File: src/hw/rtl/dmsp_pkg.sv
package dmsp_pkg;

	localparam int HeaderLen = 12;
	localparam int QDepth = 2;
	localparam int QPtrW = $clog2(QDepth);
	localparam int QCntW = $clog2(QDepth + 1);

	localparam logic [7:0] RootLabel = 8'h00;
	localparam logic [1:0] PtrMark = 2'b11;
	localparam logic [31:0] DotChar = 32'h0000_002e;

	typedef enum logic [3:0] {
		KIND_ID = 4'd0,
		KIND_FLAGS = 4'd1,
		KIND_QCOUNT = 4'd2,
		KIND_ACOUNT = 4'd3,
		KIND_CHAR = 4'd4,
		KIND_POINTER = 4'd5,
		KIND_TYPE = 4'd6,
		KIND_CLASS = 4'd7,
		KIND_TTL = 4'd8,
		KIND_RDATA = 4'd9,
		KIND_END = 4'd10,
		KIND_ERROR = 4'd11
	} kind_t;

	typedef enum logic [2:0] {
		PH_HEADER = 3'd0,
		PH_LEN = 3'd1,
		PH_LABEL = 3'd2,
		PH_PTR = 3'd3,
		PH_FIELDS = 3'd4,
		PH_RDATA = 3'd5,
		PH_DONE = 3'd6,
		PH_ERROR = 3'd7
	} phase_t;

	// class of a byte when read as a label length
	typedef enum logic [1:0] {
		CLS_LABEL = 2'd0,
		CLS_ROOT = 2'd1,
		CLS_PTR = 2'd2,
		CLS_RSVD = 2'd3
	} cls_t;

	typedef struct packed {
		logic [7:0] data_byte;
		logic last_byte;
	} in_item_t;

	typedef struct packed {
		logic [7:0] data_byte;
		logic last_byte;
		cls_t cls;
	} queue_item_t;

	typedef struct packed {
		logic [3:0] kind;
		logic [31:0] value;
		logic in_answer;
		logic qr_bit;
		logic [3:0] op_code;
		logic authoritative;
		logic truncated;
		logic recursion_desired;
		logic recursion_available;
		logic [3:0] response_code;
		logic packet_end;
	} out_item_t;

endpackage

File: src/hw/rtl/dmsp_front.sv
module dmsp_front (
	input logic byte_valid,
	output logic byte_ready,
	input dmsp_pkg::in_item_t byte_data,
	input logic queue_full,
	output logic push,
	output dmsp_pkg::queue_item_t push_item
);
	import dmsp_pkg::*;

	cls_t cls;

	// classify the byte as a would-be label length
	always_comb begin
		if (byte_data.data_byte == RootLabel) begin
			cls = CLS_ROOT;
		end else if (byte_data.data_byte[7:6] == PtrMark) begin
			cls = CLS_PTR;
		end else if (byte_data.data_byte[7:6] != 2'b00) begin
			cls = CLS_RSVD;
		end else begin
			cls = CLS_LABEL;
		end
	end

	assign byte_ready = !queue_full;
	assign push = byte_valid && !queue_full;
	assign push_item = '{data_byte: byte_data.data_byte, last_byte: byte_data.last_byte, cls: cls};

endmodule

File: src/hw/rtl/dmsp_queue.sv
module dmsp_queue (
	input logic clk,
	input logic arst_n,
	input logic push,
	input dmsp_pkg::queue_item_t push_item,
	input logic pop,
	output dmsp_pkg::queue_item_t head_item,
	output logic full,
	output logic empty
);
	import dmsp_pkg::*;

	queue_item_t entry_q [QDepth];
	logic [QPtrW-1:0] wr_ptr_q;
	logic [QPtrW-1:0] rd_ptr_q;
	logic [QCntW-1:0] count_q;

	assign full = (count_q == QCntW'(QDepth));
	assign empty = (count_q == '0);
	assign head_item = entry_q[rd_ptr_q];

	always_ff @(posedge clk) begin
		if (push) begin
			entry_q[wr_ptr_q] <= push_item;
		end
	end

	always_ff @(posedge clk or negedge arst_n) begin
		if (!arst_n) begin
			wr_ptr_q <= '0;
			rd_ptr_q <= '0;
			count_q <= '0;
		end else begin
			if (push) begin
				wr_ptr_q <= (wr_ptr_q == QPtrW'(QDepth - 1)) ? '0 : wr_ptr_q + 1'b1;
			end
			if (pop) begin
				rd_ptr_q <= (rd_ptr_q == QPtrW'(QDepth - 1)) ? '0 : rd_ptr_q + 1'b1;
			end
			case ({push, pop})
				2'b10: count_q <= count_q + 1'b1;
				2'b01: count_q <= count_q - 1'b1;
				default: count_q <= count_q;
			endcase
		end
	end

	a_count_bound: assert property (@(posedge clk) disable iff (!arst_n)
		count_q <= QCntW'(QDepth))
		else $error("queue count beyond depth");
	a_no_push_full: assert property (@(posedge clk) disable iff (!arst_n)
		full |-> !push)
		else $error("push into full queue");
	a_no_pop_empty: assert property (@(posedge clk) disable iff (!arst_n)
		empty |-> !pop)
		else $error("pop from empty queue");

endmodule

File: src/hw/rtl/dmsp_back.sv
module dmsp_back (
	input logic clk,
	input logic arst_n,
	input dmsp_pkg::queue_item_t head_item,
	input logic queue_empty,
	output logic pop,
	output logic result_valid,
	input logic result_ready,
	output dmsp_pkg::out_item_t result_data
);
	import dmsp_pkg::*;

	phase_t phase_q, phase_nx;
	logic [3:0] pos_q, pos_nx;
	logic [15:0] q_left_q, q_left_nx;
	logic [15:0] a_left_q, a_left_nx;
	logic [5:0] label_left_q, label_left_nx;
	logic first_q, first_nx;
	logic [31:0] acc_q, acc_nx;
	logic [15:0] rdata_left_q, rdata_left_nx;
	logic sect_q, sect_nx;

	logic result_valid_q;
	out_item_t result_q;
	out_item_t res;
	logic has_res;

	logic [7:0] b;
	logic [15:0] w;

	assign b = head_item.data_byte;
	assign acc_nx = {acc_q[23:0], b};
	assign w = acc_nx[15:0];
	assign pop = !queue_empty && (!result_valid_q || result_ready);

	// next state
	always_comb begin
		logic rec_done;
		logic [5:0] lbl_dec;
		logic [15:0] rd_dec;
		logic [15:0] qd, ad;
		phase_nx = phase_q;
		pos_nx = pos_q;
		q_left_nx = q_left_q;
		a_left_nx = a_left_q;
		label_left_nx = label_left_q;
		first_nx = first_q;
		rdata_left_nx = rdata_left_q;
		sect_nx = sect_q;
		rec_done = 1'b0;
		qd = '0;
		ad = '0;
		lbl_dec = (label_left_q != '0) ? label_left_q - 1'b1 : label_left_q;
		rd_dec = (rdata_left_q != '0) ? rdata_left_q - 1'b1 : rdata_left_q;
		case (phase_q)
			PH_HEADER: begin
				if (pos_q == 4'd5) begin
					q_left_nx = w;
				end
				if (pos_q == 4'd7) begin
					a_left_nx = w;
				end
				if (pos_q >= 4'(HeaderLen - 1)) begin
					phase_nx = PH_DONE;
					rec_done = 1'b1;
				end else begin
					pos_nx = pos_q + 1'b1;
				end
			end
			PH_LEN: begin
				case (head_item.cls)
					CLS_ROOT: begin
						phase_nx = PH_FIELDS;
						pos_nx = '0;
					end
					CLS_PTR: phase_nx = PH_PTR;
					CLS_RSVD: phase_nx = PH_ERROR;
					default: begin
						label_left_nx = b[5:0];
						first_nx = 1'b0;
						phase_nx = PH_LABEL;
					end
				endcase
			end
			PH_LABEL: begin
				label_left_nx = lbl_dec;
				if (lbl_dec == '0) begin
					phase_nx = PH_LEN;
				end
			end
			PH_PTR: begin
				phase_nx = PH_FIELDS;
				pos_nx = '0;
			end
			PH_FIELDS: begin
				if (pos_q == 4'd3 && !sect_q) begin
					rec_done = 1'b1;
				end else if (pos_q >= 4'd9) begin
					rdata_left_nx = w;
					if (w == '0) begin
						rec_done = 1'b1;
					end else begin
						phase_nx = PH_RDATA;
					end
				end else begin
					pos_nx = pos_q + 1'b1;
				end
			end
			PH_RDATA: begin
				rdata_left_nx = rd_dec;
				if (rd_dec == '0) begin
					rec_done = 1'b1;
				end
			end
			default: ;
		endcase
		// end of a record, or of the header: pick what comes next
		if (rec_done) begin
			qd = q_left_nx;
			ad = a_left_nx;
			if (phase_q != PH_HEADER) begin
				if (!sect_q && qd != '0) begin
					qd = qd - 1'b1;
				end
				if (sect_q && ad != '0) begin
					ad = ad - 1'b1;
				end
			end
			q_left_nx = qd;
			a_left_nx = ad;
			if (qd != '0 || ad != '0) begin
				sect_nx = (qd == '0);
				phase_nx = PH_LEN;
				first_nx = 1'b1;
				label_left_nx = '0;
				pos_nx = '0;
			end else begin
				phase_nx = PH_DONE;
			end
		end
	end

	// result of the byte
	always_comb begin
		res = '0;
		has_res = 1'b0;
		case (phase_q)
			PH_HEADER: begin
				case (pos_q)
					4'd1: begin
						res.kind = KIND_ID;
						res.value = {16'b0, w};
						has_res = 1'b1;
					end
					4'd3: begin
						res.kind = KIND_FLAGS;
						res.value = {16'b0, w};
						res.qr_bit = w[15];
						res.op_code = w[14:11];
						res.authoritative = w[10];
						res.truncated = w[9];
						res.recursion_desired = w[8];
						res.recursion_available = w[7];
						res.response_code = w[3:0];
						has_res = 1'b1;
					end
					4'd5: begin
						res.kind = KIND_QCOUNT;
						res.value = {16'b0, w};
						has_res = 1'b1;
					end
					4'd7: begin
						res.kind = KIND_ACOUNT;
						res.value = {16'b0, w};
						has_res = 1'b1;
					end
					default: ;
				endcase
			end
			PH_LEN: begin
				if (head_item.cls == CLS_RSVD) begin
					res.kind = KIND_ERROR;
					has_res = 1'b1;
				end else if (head_item.cls == CLS_LABEL && !first_q) begin
					res.kind = KIND_CHAR;
					res.value = DotChar;
					res.in_answer = sect_q;
					has_res = 1'b1;
				end
			end
			PH_LABEL: begin
				res.kind = KIND_CHAR;
				res.value = {24'b0, b};
				res.in_answer = sect_q;
				has_res = 1'b1;
			end
			PH_PTR: begin
				res.kind = KIND_POINTER;
				res.value = {18'b0, w[13:0]};
				res.in_answer = sect_q;
				has_res = 1'b1;
			end
			PH_FIELDS: begin
				res.in_answer = sect_q;
				if (pos_q == 4'd1) begin
					res.kind = KIND_TYPE;
					res.value = {16'b0, w};
					has_res = 1'b1;
				end else if (pos_q == 4'd3) begin
					res.kind = KIND_CLASS;
					res.value = {16'b0, w};
					has_res = 1'b1;
				end else if (pos_q == 4'd7) begin
					res.kind = KIND_TTL;
					res.value = acc_nx;
					has_res = 1'b1;
				end else begin
					res.in_answer = 1'b0;
				end
			end
			PH_RDATA: begin
				res.kind = KIND_RDATA;
				res.value = {24'b0, b};
				res.in_answer = sect_q;
				has_res = 1'b1;
			end
			default: ;
		endcase
		if (head_item.last_byte) begin
			if (phase_nx == PH_HEADER) begin
				res = '0;
				res.kind = KIND_ERROR;
				has_res = 1'b1;
			end else if (!has_res) begin
				res = '0;
				res.kind = KIND_END;
				has_res = 1'b1;
			end
			res.packet_end = 1'b1;
		end
	end

	always_ff @(posedge clk or negedge arst_n) begin
		if (!arst_n) begin
			phase_q <= PH_HEADER;
			pos_q <= '0;
			q_left_q <= '0;
			a_left_q <= '0;
			label_left_q <= '0;
			first_q <= 1'b1;
			acc_q <= '0;
			rdata_left_q <= '0;
			sect_q <= 1'b0;
		end else if (pop) begin
			if (head_item.last_byte) begin
				phase_q <= PH_HEADER;
				pos_q <= '0;
				q_left_q <= '0;
				a_left_q <= '0;
				label_left_q <= '0;
				first_q <= 1'b1;
				acc_q <= '0;
				rdata_left_q <= '0;
				sect_q <= 1'b0;
			end else begin
				phase_q <= phase_nx;
				pos_q <= pos_nx;
				q_left_q <= q_left_nx;
				a_left_q <= a_left_nx;
				label_left_q <= label_left_nx;
				first_q <= first_nx;
				acc_q <= acc_nx;
				rdata_left_q <= rdata_left_nx;
				sect_q <= sect_nx;
			end
		end
	end

	always_ff @(posedge clk or negedge arst_n) begin
		if (!arst_n) begin
			result_valid_q <= 1'b0;
		end else if (pop && has_res) begin
			result_valid_q <= 1'b1;
		end else if (result_ready) begin
			result_valid_q <= 1'b0;
		end
	end

	always_ff @(posedge clk) begin
		if (pop && has_res) begin
			result_q <= res;
		end
	end

	assign result_valid = result_valid_q;
	assign result_data = result_q;

	a_last_resets: assert property (@(posedge clk) disable iff (!arst_n)
		pop && head_item.last_byte |=> phase_q == PH_HEADER && pos_q == '0)
		else $error("last byte did not return parser to header");
	a_label_count: assert property (@(posedge clk) disable iff (!arst_n)
		phase_q == PH_LABEL |-> label_left_q != '0)
		else $error("label phase with no bytes left");
	a_rdata_count: assert property (@(posedge clk) disable iff (!arst_n)
		phase_q == PH_RDATA |-> rdata_left_q != '0)
		else $error("rdata phase with no bytes left");

endmodule

File: src/hw/rtl/dns_message_stream_parser_core.sv
// dns message stream parser
//
// byte channel: byte_valid / byte_ready / byte_data carries one message byte per
// beat, with last_byte set on the final byte of a message
// result channel: result_valid / result_ready / result_data carries one parsed
// field per beat (header id, flags, counts, name chars, pointers, type, class,
// ttl, rdata, end or error); a byte yields zero or one result
// data path: a byte accepted goes through the two-entry queue, and its result
// is registered in the output register when the parser takes it from the queue
// throughput: one byte per cycle sustained while result_ready is high; the
// parser state machine updates once per byte and is the only loop
// reset: arst_n clears the queue, the output register and the parser, which
// then waits for a header
// stall: when result_ready is low the output register holds its beat and the
// parser stops taking bytes, whether or not they give a result; the queue
// then fills (two entries) and byte_ready drops
module dns_message_stream_parser_core (
	input logic clk,
	input logic arst_n,
	input logic byte_valid,
	output logic byte_ready,
	input dmsp_pkg::in_item_t byte_data,
	output logic result_valid,
	input logic result_ready,
	output dmsp_pkg::out_item_t result_data
);
	import dmsp_pkg::*;

	queue_item_t push_item;
	queue_item_t head_item;
	logic q_push;
	logic q_pop;
	logic q_full;
	logic q_empty;

	// front: handshake and label-length classification
	dmsp_front u_front (
		.byte_valid (byte_valid),
		.byte_ready (byte_ready),
		.byte_data (byte_data),
		.queue_full (q_full),
		.push (q_push),
		.push_item (push_item)
	);

	// decoupling queue between classification and parsing
	dmsp_queue u_queue (
		.clk (clk),
		.arst_n (arst_n),
		.push (q_push),
		.push_item (push_item),
		.pop (q_pop),
		.head_item (head_item),
		.full (q_full),
		.empty (q_empty)
	);

	// back: parser state machine and output register
	dmsp_back u_back (
		.clk (clk),
		.arst_n (arst_n),
		.head_item (head_item),
		.queue_empty (q_empty),
		.pop (q_pop),
		.result_valid (result_valid),
		.result_ready (result_ready),
		.result_data (result_data)
	);

endmodule

File: config.mk
export PLATFORM = sky130hd
export DESIGN_NAME = dns_message_stream_parser_core
export DESIGN_NICKNAME = d
export VERILOG_FILES = /design/src/hw/rtl/dmsp_pkg.sv /design/src/hw/rtl/dmsp_front.sv /design/src/hw/rtl/dmsp_queue.sv /design/src/hw/rtl/dmsp_back.sv /design/src/hw/rtl/dns_message_stream_parser_core.sv
export SDC_FILE = /design/constraint.sdc
export NUM_CORES = 1
export LEC_CHECK = 0
export BUFFER_PORTS_ARGS = -buffer_cell sky130_fd_sc_hd__buf_2
export CORE_MARGIN = 3
export CORE_UTILIZATION = 50
export CTS_CLUSTER_SIZE = 28
export DETAILED_ROUTE_END_ITERATION = 10
export PLACE_DENSITY = 0.68
export REMOVE_ABC_BUFFERS = 1
export SYNTH_ARGS = -nofsm -noshare
export SYNTH_HDL_FRONTEND = slang
export SYNTH_SLANG_ARGS = --single-unit
File: constraint.sdc
create_clock -name clk -period 5.2 [get_ports clk]
set_input_delay 1.3 -clock clk [delete_from_list [all_inputs] [get_ports clk]]
set_output_delay 1.3 -clock clk [all_outputs]
set_load 0.05 [all_outputs]
-- Word level (Yosys, flattened, before mapping)
Memories as Yosys holds them, arrays and structs flattened.
Cells that the tools add are included.
Widths: inputs -> output; s select.
- $lt $le $gt $ge: 2
- $add $sub $neg: 9
- multiplexer cells: 93
- equal/unequal tests: 18
- reduce and logical (&&, ||, !) cells: 41
- operators by type and width (kind ; number):
    $mux 16 ; 18
    $pmux 36 s6 ; 1
    $mux 51 ; 3
    $mux 36 ; 4
    $pmux 34 s4 ; 1
    $reduce_bool 16->1 ; 5
    $logic_not 16->1 ; 3
    $sub 16x1->16 const B ; 3
    $mux 33 ; 1
    $mux 4 ; 8
    $pmux 16 s2 ; 1
    $mux 6 ; 5
    $mux 1 ; 29
    $mux 13 ; 2
    $mux 24 ; 1
    $mux 3 ; 8
    $pmux 4 s4 ; 1
    $pmux 3 s5 ; 1
    $pmux 6 s2 ; 1
    $eq 2x2->1 const B ; 5
    $reduce_bool 2->1 ; 5
    $pmux 3 s3 ; 1
    $eq 4x3->1 const B ; 2
    $ge 4x4->1 const B ; 2
    other kinds (30) ; 52
- memories kept: 1
- input port bits: 13
- bits in registers: 143
- RAM bits: 22
- logic and storage cells: 188
- output and inout port bits: 53
- memory list (memory ; words ; bits a word ; rd ports ; clocked after memory_dff ; write ports ; line ; text):
    u_queue.entry_q ; 2 ; 11 ; 1 ; 0 ; 1 ; dmsp_queue.sv:13 ; queue_item_t entry_q [QDepth];

-- Longest topological paths before layout
Gate-level depths: netlist of run 1.
- word-level depth: 15
- mapped depth: 20
- depth with buffers taken out: 16

-- Cells and area by module
From an unflattened synthesis of run 1, not the netlist that was laid out.
- cells, all modules: 1157
- area total of the unflattened synthesis: 10467.5 µm²
- modules (own cells, without submodules) (module ; area an instance (µm²) ; cells each ; seq. area each (µm²) ; instances):
    dmsp_back ; 9369.0 ; 1089 ; 3734.8 ; 1
    dmsp_queue ; 978.4 ; 50 ; 760.7 ; 1
    dmsp_front ; 120.1 ; 18 ; 0.0 ; 1

-- Worst setup path after synthesis of run 1
Ideal clock, no wire load.
- path kind: register -> register
- start point: register u_queue.rd_ptr_q
- end point: register u_back.result_q (netlist bit u_back.result_data[0]), enable pin
- period minus slack after synthesis: 4.697 ns
- buffers on the path: 5
- library setup time: 0.460 ns
- path slack: 0.503 ns
- arrival time: 4.237 ns
- cell stages (with the launch flop): 13
- data required time: 4.740 ns
- cell sequence: dfrtp_1 -> buf_6 -> buf_6 -> buf_2 -> buf_2 -> nor3_1 -> a21oi_1 -> or2_2 -> clkbuf_1 -> nor2_1 -> or3_1 -> nor2_1 -> nor2_1
- longest elaborated chain between the ends: 8
- elaborated cells between the ends (all ways): 9
- those cells by class: eq/ne: 1; mux: 4; reduce/logical: 3; memory: 1
- ends and longest elaborated chain (item ; line ; text):
    start, declared ; dmsp_queue.sv:15 ; logic [QPtrW-1:0] rd_ptr_q;
    start signal, assigned ; dmsp_queue.sv:38 ; rd_ptr_q <= (rd_ptr_q == QPtrW'(QDepth - 1)) ? '0 : rd_ptr_q + 1'b1;
    $mem_v2 2x11 (*) ; - ;
    $logic_not 2->1 ; dmsp_back.sv:184 ; end else if (head_item.cls == CLS_LABEL && !first_q) begin
    $logic_and 1x1->1 ; dmsp_back.sv:184 ;
    $mux 1 ; dmsp_back.sv:184 ;
    $mux 1 ; dmsp_back.sv:181 ; if (head_item.cls == CLS_RSVD) begin
    $pmux 1 s4 ; dmsp_back.sv:147 ; case (phase_q)
    $mux 1 (*) ; dmsp_back.sv:229 ; if (head_item.last_byte) begin
    $logic_and 1x1->1 (*) ; dmsp_back.sv:290 ; if (pop && has_res) begin
    end signal, assigned ; dmsp_back.sv:291 ; result_q <= res;
    end, declared ; dmsp_back.sv:24 ; out_item_t result_q;
Every way passes the cells marked *; elsewhere a longest branch is shown, timed or not.
A chain may end at the register's enable or synchronous reset.

-- Worst setup path after layout of run 1
- start point: register u_back.pos_q[0]
- end point: register u_back.pos_q[1]
- longest elaborated chain between the ends: 13
- elaborated cells between the ends (all ways): 37
- those cells by class: add/sub: 3; order compare: 2; eq/ne: 3; mux: 21; reduce/logical: 8
- ends and longest elaborated chain (item ; line ; text):
    start, declared ; dmsp_back.sv:14 ; logic [3:0] pos_q, pos_nx;
    start signal, assigned ; dmsp_back.sv:267 ; pos_q <= pos_nx;
    branches (longest 11 deep; another with $sub 16x1->16) ; - ;
    $mux 4 (*) ; dmsp_back.sv:118 ; if (rec_done) begin
    $mux 4 (*) ; dmsp_back.sv:255 ; if (head_item.last_byte) begin
Every way passes the cells marked *. The select of a mux whose other input is x is not followed.

==> summary.md, run 1 <==
| Metric | Value |
|---|---|
| Status | finished clean |
| Crit path buf inv count | 1 |
| Post-synth top flop | dfrtp_1 |
| Net Sw Power | ~3.7 mW |
| Hold buffers post-CTS | 0 |
| Final Wtd Congestion | ~0.97 |
| Post-CTS Resized | 0 |
| Fraction of layout cells with a size suffix above 1 | 0.1567 |
| # Post-CTS Setup Buffers | 0 |
| Most common cell in the netlist | nor2_1 |
| Data arrival, critical path | 5050 ps |
| Hold Crit Depth | 1 |
| Ranking of synthesized cells by area | dfrtp_1, edfxtp_1, nor2_1, nand2_1, o21ai_0 |
| Comb power frac | 0.528 |
| Worst Max-Slew Pin Slew | approximately 1100 ps |
| Total iterations of the first detailed-routing run | 6 |
| DRC viols | 0 |
| Effective utilization at floorplan | 0.5197 |
| Worst Reg2Reg Path Length in Cells | 14 |
| Hold_sp | u_back.acc_q[16]$_DFFE_PN0P_ |
| Clk root buf | clkbuf_16 |
| Initial antenna violation count | 0 |
| Initial DRC count | about 980 |
| FF-to-FF Start | u_back.pos_q[0]$_DFFE_PN0P_ |
| P_int | 3.664 mW |
| Ys async rst share | 0.5576 |
| Max Cap Viol | 0 |
| Gr ovfl total | 0 |
| Antenna Cells | 0 |
| Ports | 66 |
| Drt wl/cell | 20.85 um |
| Seq/Total Area, Yosys | 0.4519 |
| Worst Setup Path Type | reg2reg |
| Vias/cell | around 6.2 |
| Antenna Nets Post-Route | 0 |
| Die Wd | about 150 um |
| Final Hold Fails | 0 |
| PortBufs | 65 |
| Synthesized area per cell | between 9 and 10 um^2 |
| Delay-heaviest family, CP | compound AO/OA/AOI/OAI gates |
| Commonest cells post-synth | nor2_1, nand2_1, dfrtp_1 |
| Final Max Slew Viols | 0 |
| All-layer global routing usage | 0.2663 |
| Power per cell area | about 660 nW/um^2 |
| Max_slew headroom | 0.2631 |
| Peak VDD IR | about 0.52 mV |
| Cells after Synth | 1061 |
| Sequential Power Share | 0.307 |
| Post-synth EDFFs | 73 |
| Pin count of the biggest net entering global routing | 65 |
| CP endpoint kind | register |
| Crit path cell chain | ha_1 > and3b_1 > nand2_2 > a21oi_1 > ha_1 > inv_1 > a21oi_1 > nand4_1 > xor2_1 > a2111oi_2 > nand3_1 > o21ai_4 > and2_1 > a32o_1 |
| Pwr Total | 7.340 mW |
| Total CTS buffers | 17 |
| Vias in the first global route | a little over 8000 |
| Switch share | 0.5008 |
| Final wirelength | 28840 um |
| CTS tree | yes |
| Clock sinks | 165 |
| Final setup fails | 0 |
| Synth Warn # | 0 |
| Mapped Area | about 9900 um^2 |
| Final Net Count | 1135 |
| Worst reg-to-reg setup slack | 520 ps |
| HPWL after DPL | 20020 um |
| CP max FO | 18 |
| Final Cycle Share | 0.9002 |
| Clock share of power | 0.165 |
| Synth top area share | 0.2289 |
| Chip Height | 147.1 um |
| DR vias | 8639 |
| DIE AREA | 21630 um^2 |
| Hold_ws | 495.6 ps |
| Max stage delay cell, worst path | a21oi_1 |
| Synth area leader | dfrtp_1 |
| Worst EP required | 5570 ps |
| RSZ-0062 raised after global routing | no |
| Reg clk slew, reported paths | 70 ps |
| Clock buffer depth | 2 |
| Crit path launch | u_back.pos_q[0]$_DFFE_PN0P_ |
| Hold Path Class | reg2reg |
| Worst stage delay on the critical path | 540 ps |
| Synthesis-to-finish area growth | 11.87% |
| Fmax | ~0.21 GHz |
| Worst hold endpoint | u_back.acc_q[16]$_DFFE_PN0P_ |
| Htree depth | 4 |
| First-pass GRT wire length | 45500 um |
| Synth cell types | 89 |
| CP startpoint kind | register |
| Core area | 19140 um^2 |
| Clock latency on the worst-skew pair | 430 ps |
| Final Skew | about 9.4 ps |
| # fillers | 1729 |
| Synthesized flop and latch total | approximately 170 |
| Reg-to-reg endpoint | u_back.pos_q[1]$_DFFE_PN0P_ |
| Period minus WS final | 4681 ps |
| # rows | 50 |
| Pleak | between 4 and 5 nW |
## sequential cells by signal, summed over array words and instances, names as in the netlist
register	count
u_back.rdata_left_q	16
u_back.pos_q	4
u_back.acc_q	24
u_back.first_q	1
u_queue.rd_ptr_q	1
u_queue.wr_ptr_q	1
u_back.a_left_q	16
u_back.result_data	51
u_queue.entry_q	22
u_back.q_left_q	16
u_back.phase_q	3
u_queue.count_q	2
u_back.result_valid	1
u_back.sect_q	1
u_back.label_left_q	6
## worst max path at each step
stage	slack, ps	endpoint	cells after the start
3_5_place_dp	610	u_back.pos_q[1]$_DFFE_PN0P_	16
2_1_floorplan	-1100	u_back.result_data[0]$_DFFE_PP_	3
5_1_grt	190	u_back.pos_q[1]$_DFFE_PN0P_	14
4_1_cts	570	u_back.pos_q[1]$_DFFE_PN0P_	16
3_3_place_gp	700	u_back.pos_q[1]$_DFFE_PN0P_	14
6_report	520	u_back.pos_q[1]$_DFFE_PN0P_	14
## cell type report
type,instances,area (um^2),area share
clock inverters,14,126.4,0.01135
inverters,25,93.84,0.008432
clock buffers,18,429.2,0.03856
well taps,260,325.3,0.02923
multi-input cells,802,5076,0.4561
flip-flops and latches,165,4496,0.4039
repair buffers,99,583.1,0.05239
## layer usage
layer,track usage,part of all wire,vias to the layer above
met1,0.3786,0.46,4087
met3,0.04318,0.064,85
met4,0.1212,0.038,0
met2,0.4025,0.44,385
li1,-,-,4082
met5,0,0,-
## cell families (layout without fill, tap and decap cells)
| group | Yosys count | after routing | share of synthesized area |
|---|---|---|---|
| DFF | 165 | 165 | 0.4519 |
| adders and majority gates | 12 | 12 | 0.01509 |
| buffers and inverters | 94 | 156 | 0.04037 |
| xor gates and xnor gates | 37 | 37 | 0.03257 |
| and+or+nand+nor | 419 | 419 | 0.2143 |
| muxes | 32 | 32 | 0.03434 |
| AOI/OAI and AO/OA | 302 | 302 | 0.2114 |
## metrics by stage
stage / std cells / cell area [um^2] / utilization / setup slack (ps) / setup TNS, ps
finish: 1383 / 11130 / 0.5814 / 519.0 / 0
global route: 1383 / 11130 / 0.5814 / 189.6 / 0
CTS: 1383 / 11130 / 0.5814 / 567.2 / 0
detailed placement: 1351 / 10570 / 0.5524 / 610.1 / 0
global placement: 1351 / 10570 / 0.5524 / 696.2 / 0
floorplan: 992 / 9641 / - / -1104 / -58920
## worst register-to-register path, stage by stage (launching register included)
cell,delay (ps)
dfrtp_1,430
ha_1,340
and3b_1,250
nand2_2,240
a21oi_1,350
ha_1,340
inv_1,130
a21oi_1,540
nand4_1,250
xor2_1,230
a2111oi_2,340
nand3_1,280
o21ai_4,320
and2_1,350
a32o_1,220
## placed cells by master (no fill, tap or decap), types with 9 or more instances in the layout
cell type,count
nand2_1,100
nor2_1,99
dfrtp_1,91
o21ai_0,75
edfxtp_1,73
buf_2,64
a21oi_1,45
nor3_1,40
buf_4,35
a22o_1,32
nand3_1,25
inv_1,24
and2_1,24
mux2i_1,23
and3_1,22
nor4_1,22
a31oi_1,21
xor2_1,20
xnor2_1,17
clkbuf_16,17
o31ai_1,16
or3_1,14
o22ai_1,12
ha_1,12
or2_2,10
o211ai_1,10
nand4_1,10
a32o_1,9
## power groups by stage
stage | logic, mW | registers (mW) | clock network, mW
floorplan | 1.89 | 3.02 | 0
global placement | 3.81 | 2.26 | 0
detailed placement | 3.82 | 2.27 | 0
CTS | 3.84 | 2.25 | 1.23
global route | 4.14 | 2.30 | 1.29
finish | 3.87 | 2.25 | 1.21
Power figures use the tool's default switching activity.
==> run 2, diff against run 1 <==
Settings changed: GPL_TIMING_DRIVEN set to 0.
==> summary.md, run 2 (same netlist as run 1, synthesis figures left out) <==
| Metric | Value |
|---|---|
| Crit path buf inv count | 0 (was 1) |
| Pleak | 4.542 nW (was 4.630 nW) |
| Hold Crit Depth | 1 (unchanged) |
| Clock sinks | 165 (unchanged) |
| Period minus WS final | 4911 ps (was 4681 ps) |
| Vias/cell | 6.348 (was 6.247) |
| Final Cycle Share | 0.9444 (was 0.9002) |
| Gr ovfl total | 0 (unchanged) |
| Total CTS buffers | 17 (unchanged) |
| CP startpoint kind | register (unchanged) |
| PortBufs | 65 (unchanged) |
| Global routing usage on met2 | 0.3949 (was 0.4025) |
| Final Hold Fails | 0 (unchanged) |
| Clk root buf | clkbuf_16 (unchanged) |
| Delay-heaviest family, CP | simple AND/OR/NAND/NOR gates (was compound AO/OA/AOI/OAI gates) |
| Met3 usage | 0.04565 (was 0.04318) |
| DRC viols | 0 (unchanged) |
| Final Max Slew Viols | 0 (unchanged) |
| RSZ-0062 raised after global routing | no (unchanged) |
| Final setup fails | 0 (unchanged) |
| Vias in the first global route | 7998 (was 8242) |
| Reg clk slew, reported paths | 70 ps (about the same) |
| Core area | 19140 um^2 (unchanged) |
| Fraction of layout cells with a size suffix above 1 | 0.1457 (was 0.1567) |
| Ports | 66 (unchanged) |
| Effective utilization at floorplan | 0.5197 (unchanged) |
| Initial antenna violation count | 0 (unchanged) |
| Clock latency on the worst-skew pair | 430 ps (about the same) |
| Worst Setup Path Type | reg2reg (unchanged) |
| Drt wl/cell | 20.40 um (was 20.85 um) |
| Max_slew headroom | 0.1588 (was 0.2631) |
| Peak VDD IR | 0.3878 mV (was 0.5202 mV) |
| Worst stage delay on the critical path | 710 ps (was 540 ps) |
| Power per cell area | 662.7 nW/um^2 (was 659.5 nW/um^2) |
| Hold_ws | 495.8 ps (was 495.6 ps) |
| Final Wtd Congestion | 0.9461 (was 0.9702) |
| Worst EP required | 5560 ps (was 5570 ps) |
| Status | finished clean (unchanged) |
| Non-filler cells, final | 1358 (was 1383) |
| Worst Max-Slew Pin Slew | 1250 ps (was 1077 ps) |
| Die Wd | 147.1 um (unchanged) |
| Final Net Count | 1110 (was 1135) |
| DR vias | 8621 (was 8639) |
| Met1 Usage GRT | 0.3678 (was 0.3786) |
| Most frequent cells in the layout | nor2_1, nand2_1, dfrtp_1 (was nand2_1, nor2_1, dfrtp_1) |
| Fmax | 0.2036 GHz (was 0.2136 GHz) |
| Hold Path Class | reg2reg (unchanged) |
| Max reg flops | 51 (unchanged) |
| Synthesis-to-finish area growth | 11.42% (was 11.87%) |
| Max Cap Viol | 0 (unchanged) |
| HPWL after DPL | 18580 um (was 20020 um) |
| Max stage delay cell, worst path | dfrtp_4 (was a21oi_1) |
| Htree depth | 4 (unchanged) |
| Placement Cell Area | 10430 um^2 (was 10570 um^2) |
| CTS tree | yes (unchanged) |
| Data arrival, critical path | 5280 ps (was 5050 ps) |
| DIE AREA | 21630 um^2 (unchanged) |
| # rows | 50 (unchanged) |
| Worst reg-to-reg setup slack | 290 ps (was 520 ps) |
| Final Skew | 10.76 ps (was 9.378 ps) |
| Chip Height | 147.1 um (unchanged) |
| Total iterations of the first detailed-routing run | 6 (unchanged) |
| Hold_sp | u_back.acc_q[21]$_DFFE_PN0P_ (was u_back.acc_q[16]$_DFFE_PN0P_) |
| Antenna Cells | 0 (unchanged) |
| Busiest layer in global routing | met2 (unchanged) |
| All-layer global routing usage | 0.2562 (was 0.2663) |
| First-pass GRT wire length | 44300 um (was 45500 um) |
| Worst Reg2Reg Path Length in Cells | 13 (was 14) |
| CP max FO | 34 (was 18) |
| Setup TNS | 0 ps (unchanged) |
| Reg-to-reg endpoint | u_back.pos_q[1]$_DFFE_PN0P_ (unchanged) |
| Design area | 11080 um^2 (was 11130 um^2) |
| Antenna Nets Post-Route | 0 (unchanged) |
| CP endpoint kind | register (unchanged) |
| Final wirelength | 27700 um (was 28840 um) |
| FF-to-FF Start | u_queue.rd_ptr_q$_DFFE_PN0P_ (was u_back.pos_q[0]$_DFFE_PN0P_) |
| Initial DRC count | 1025 (was 978) |
| Worst hold endpoint | u_back.acc_q[21]$_DFFE_PN0P_ (was u_back.acc_q[16]$_DFFE_PN0P_) |
| Pin count of the biggest net entering global routing | 65 (unchanged) |
| Placed insts | 1322 (was 1351) |
| Clock buffer depth | 2 (unchanged) |
| Crit path cell chain | mux2i_2 > nor2_1 > a21oi_1 > ha_1 > nand3_1 > or3_1 > nor3_1 > mux2i_1 > nand4_1 > or4_4 > o21ai_4 > and2_1 > a32o_1 (was ha_1 > and3b_1 > nand2_2 > a21oi_1 > ha_1 > inv_1 > a21oi_1 > nand4_1 > xor2_1 > a2111oi_2 > nand3_1 > o21ai_4 > and2_1 > a32o_1) |
run 2: cell types whose count changed in the layout (fill, tap and decap cells not counted), moves of 2 or more:
| cell | change |
|---|---|
| mux2i_1 | -2 |
| and3b_1 | -2 |
| buf_12 | +3 |
| clkinv_4 | +2 |
| clkinvlp_4 | -2 |
| buf_4 | -31 |
| inv_6 | -2 |
| nand2_4 | +2 |
run 2: where the power goes:
part           internal, mW  switching (mW)
registers              1.90           0.476
clock network         0.677           0.547
logic                  1.09            2.65
run 2: area by class of cell:
class                      instances  area (um^2)
timing repair buffer              73        452.9
multi-input combinational        803         5146
sequential                       165         4499
clock buffer                      18        439.2
inverter                          25        93.84
clock inverter                    14        127.6
tap                              260        325.3
fill                            1707         8059
run 2: how the worst max path moves through the flow:
stage / from / end / slack, ps / cells after the start
5_1_grt: u_queue.rd_ptr_q$_DFFE_PN0P_ / u_back.pos_q[1]$_DFFE_PN0P_ / 40 / 13
3_3_place_gp: u_queue.count_q[0]$_DFFE_PN0P_ / u_back.result_data[27]$_DFFE_PP_ / -5620 / 2
2_1_floorplan: result_ready / u_back.result_data[0]$_DFFE_PP_ / -1100 / 3
6_report: u_queue.rd_ptr_q$_DFFE_PN0P_ / u_back.pos_q[1]$_DFFE_PN0P_ / 290 / 13
4_1_cts: u_back.pos_q[0]$_DFFE_PN0P_ / u_back.pos_q[1]$_DFFE_PN0P_ / 80 / 14
3_5_place_dp: u_back.phase_q[1]$_DFFE_PN0P_ / u_back.pos_q[1]$_DFFE_PN0P_ / -800 / 13
run 2: timing repair:
| item | in CTS | in global routing |
|---|---|---|
| cloned | 1 | 0 |
| endpoints found under the setup margin | 15 | 14 |
| resized for setup | 8 | 6 |
| hold buffers | 0 | 0 |
| pin swaps | 1 | 0 |
| buffers inserted | 3 | 0 |
run 2: metal layers:
| metal | wire [um] | vias up |
|---|---|---|
| li1 | - | 4030 |
| met1 | 12140 | 4101 |
| met2 | 12350 | 426 |
| met3 | 2319 | 64 |
| met4 | 897 | 0 |
| met5 | 0 | - |
run 2: through the flow:
stage	power (mW)	util	worst slack, ps
finish	7.346	0.5790	289.3
global placement	5.941	0.5376	-5623
detailed placement	6.012	0.5448	-802.9
CTS	7.315	0.5776	82.47
global route	7.755	0.5790	37.46
floorplan	4.910	-	-1104
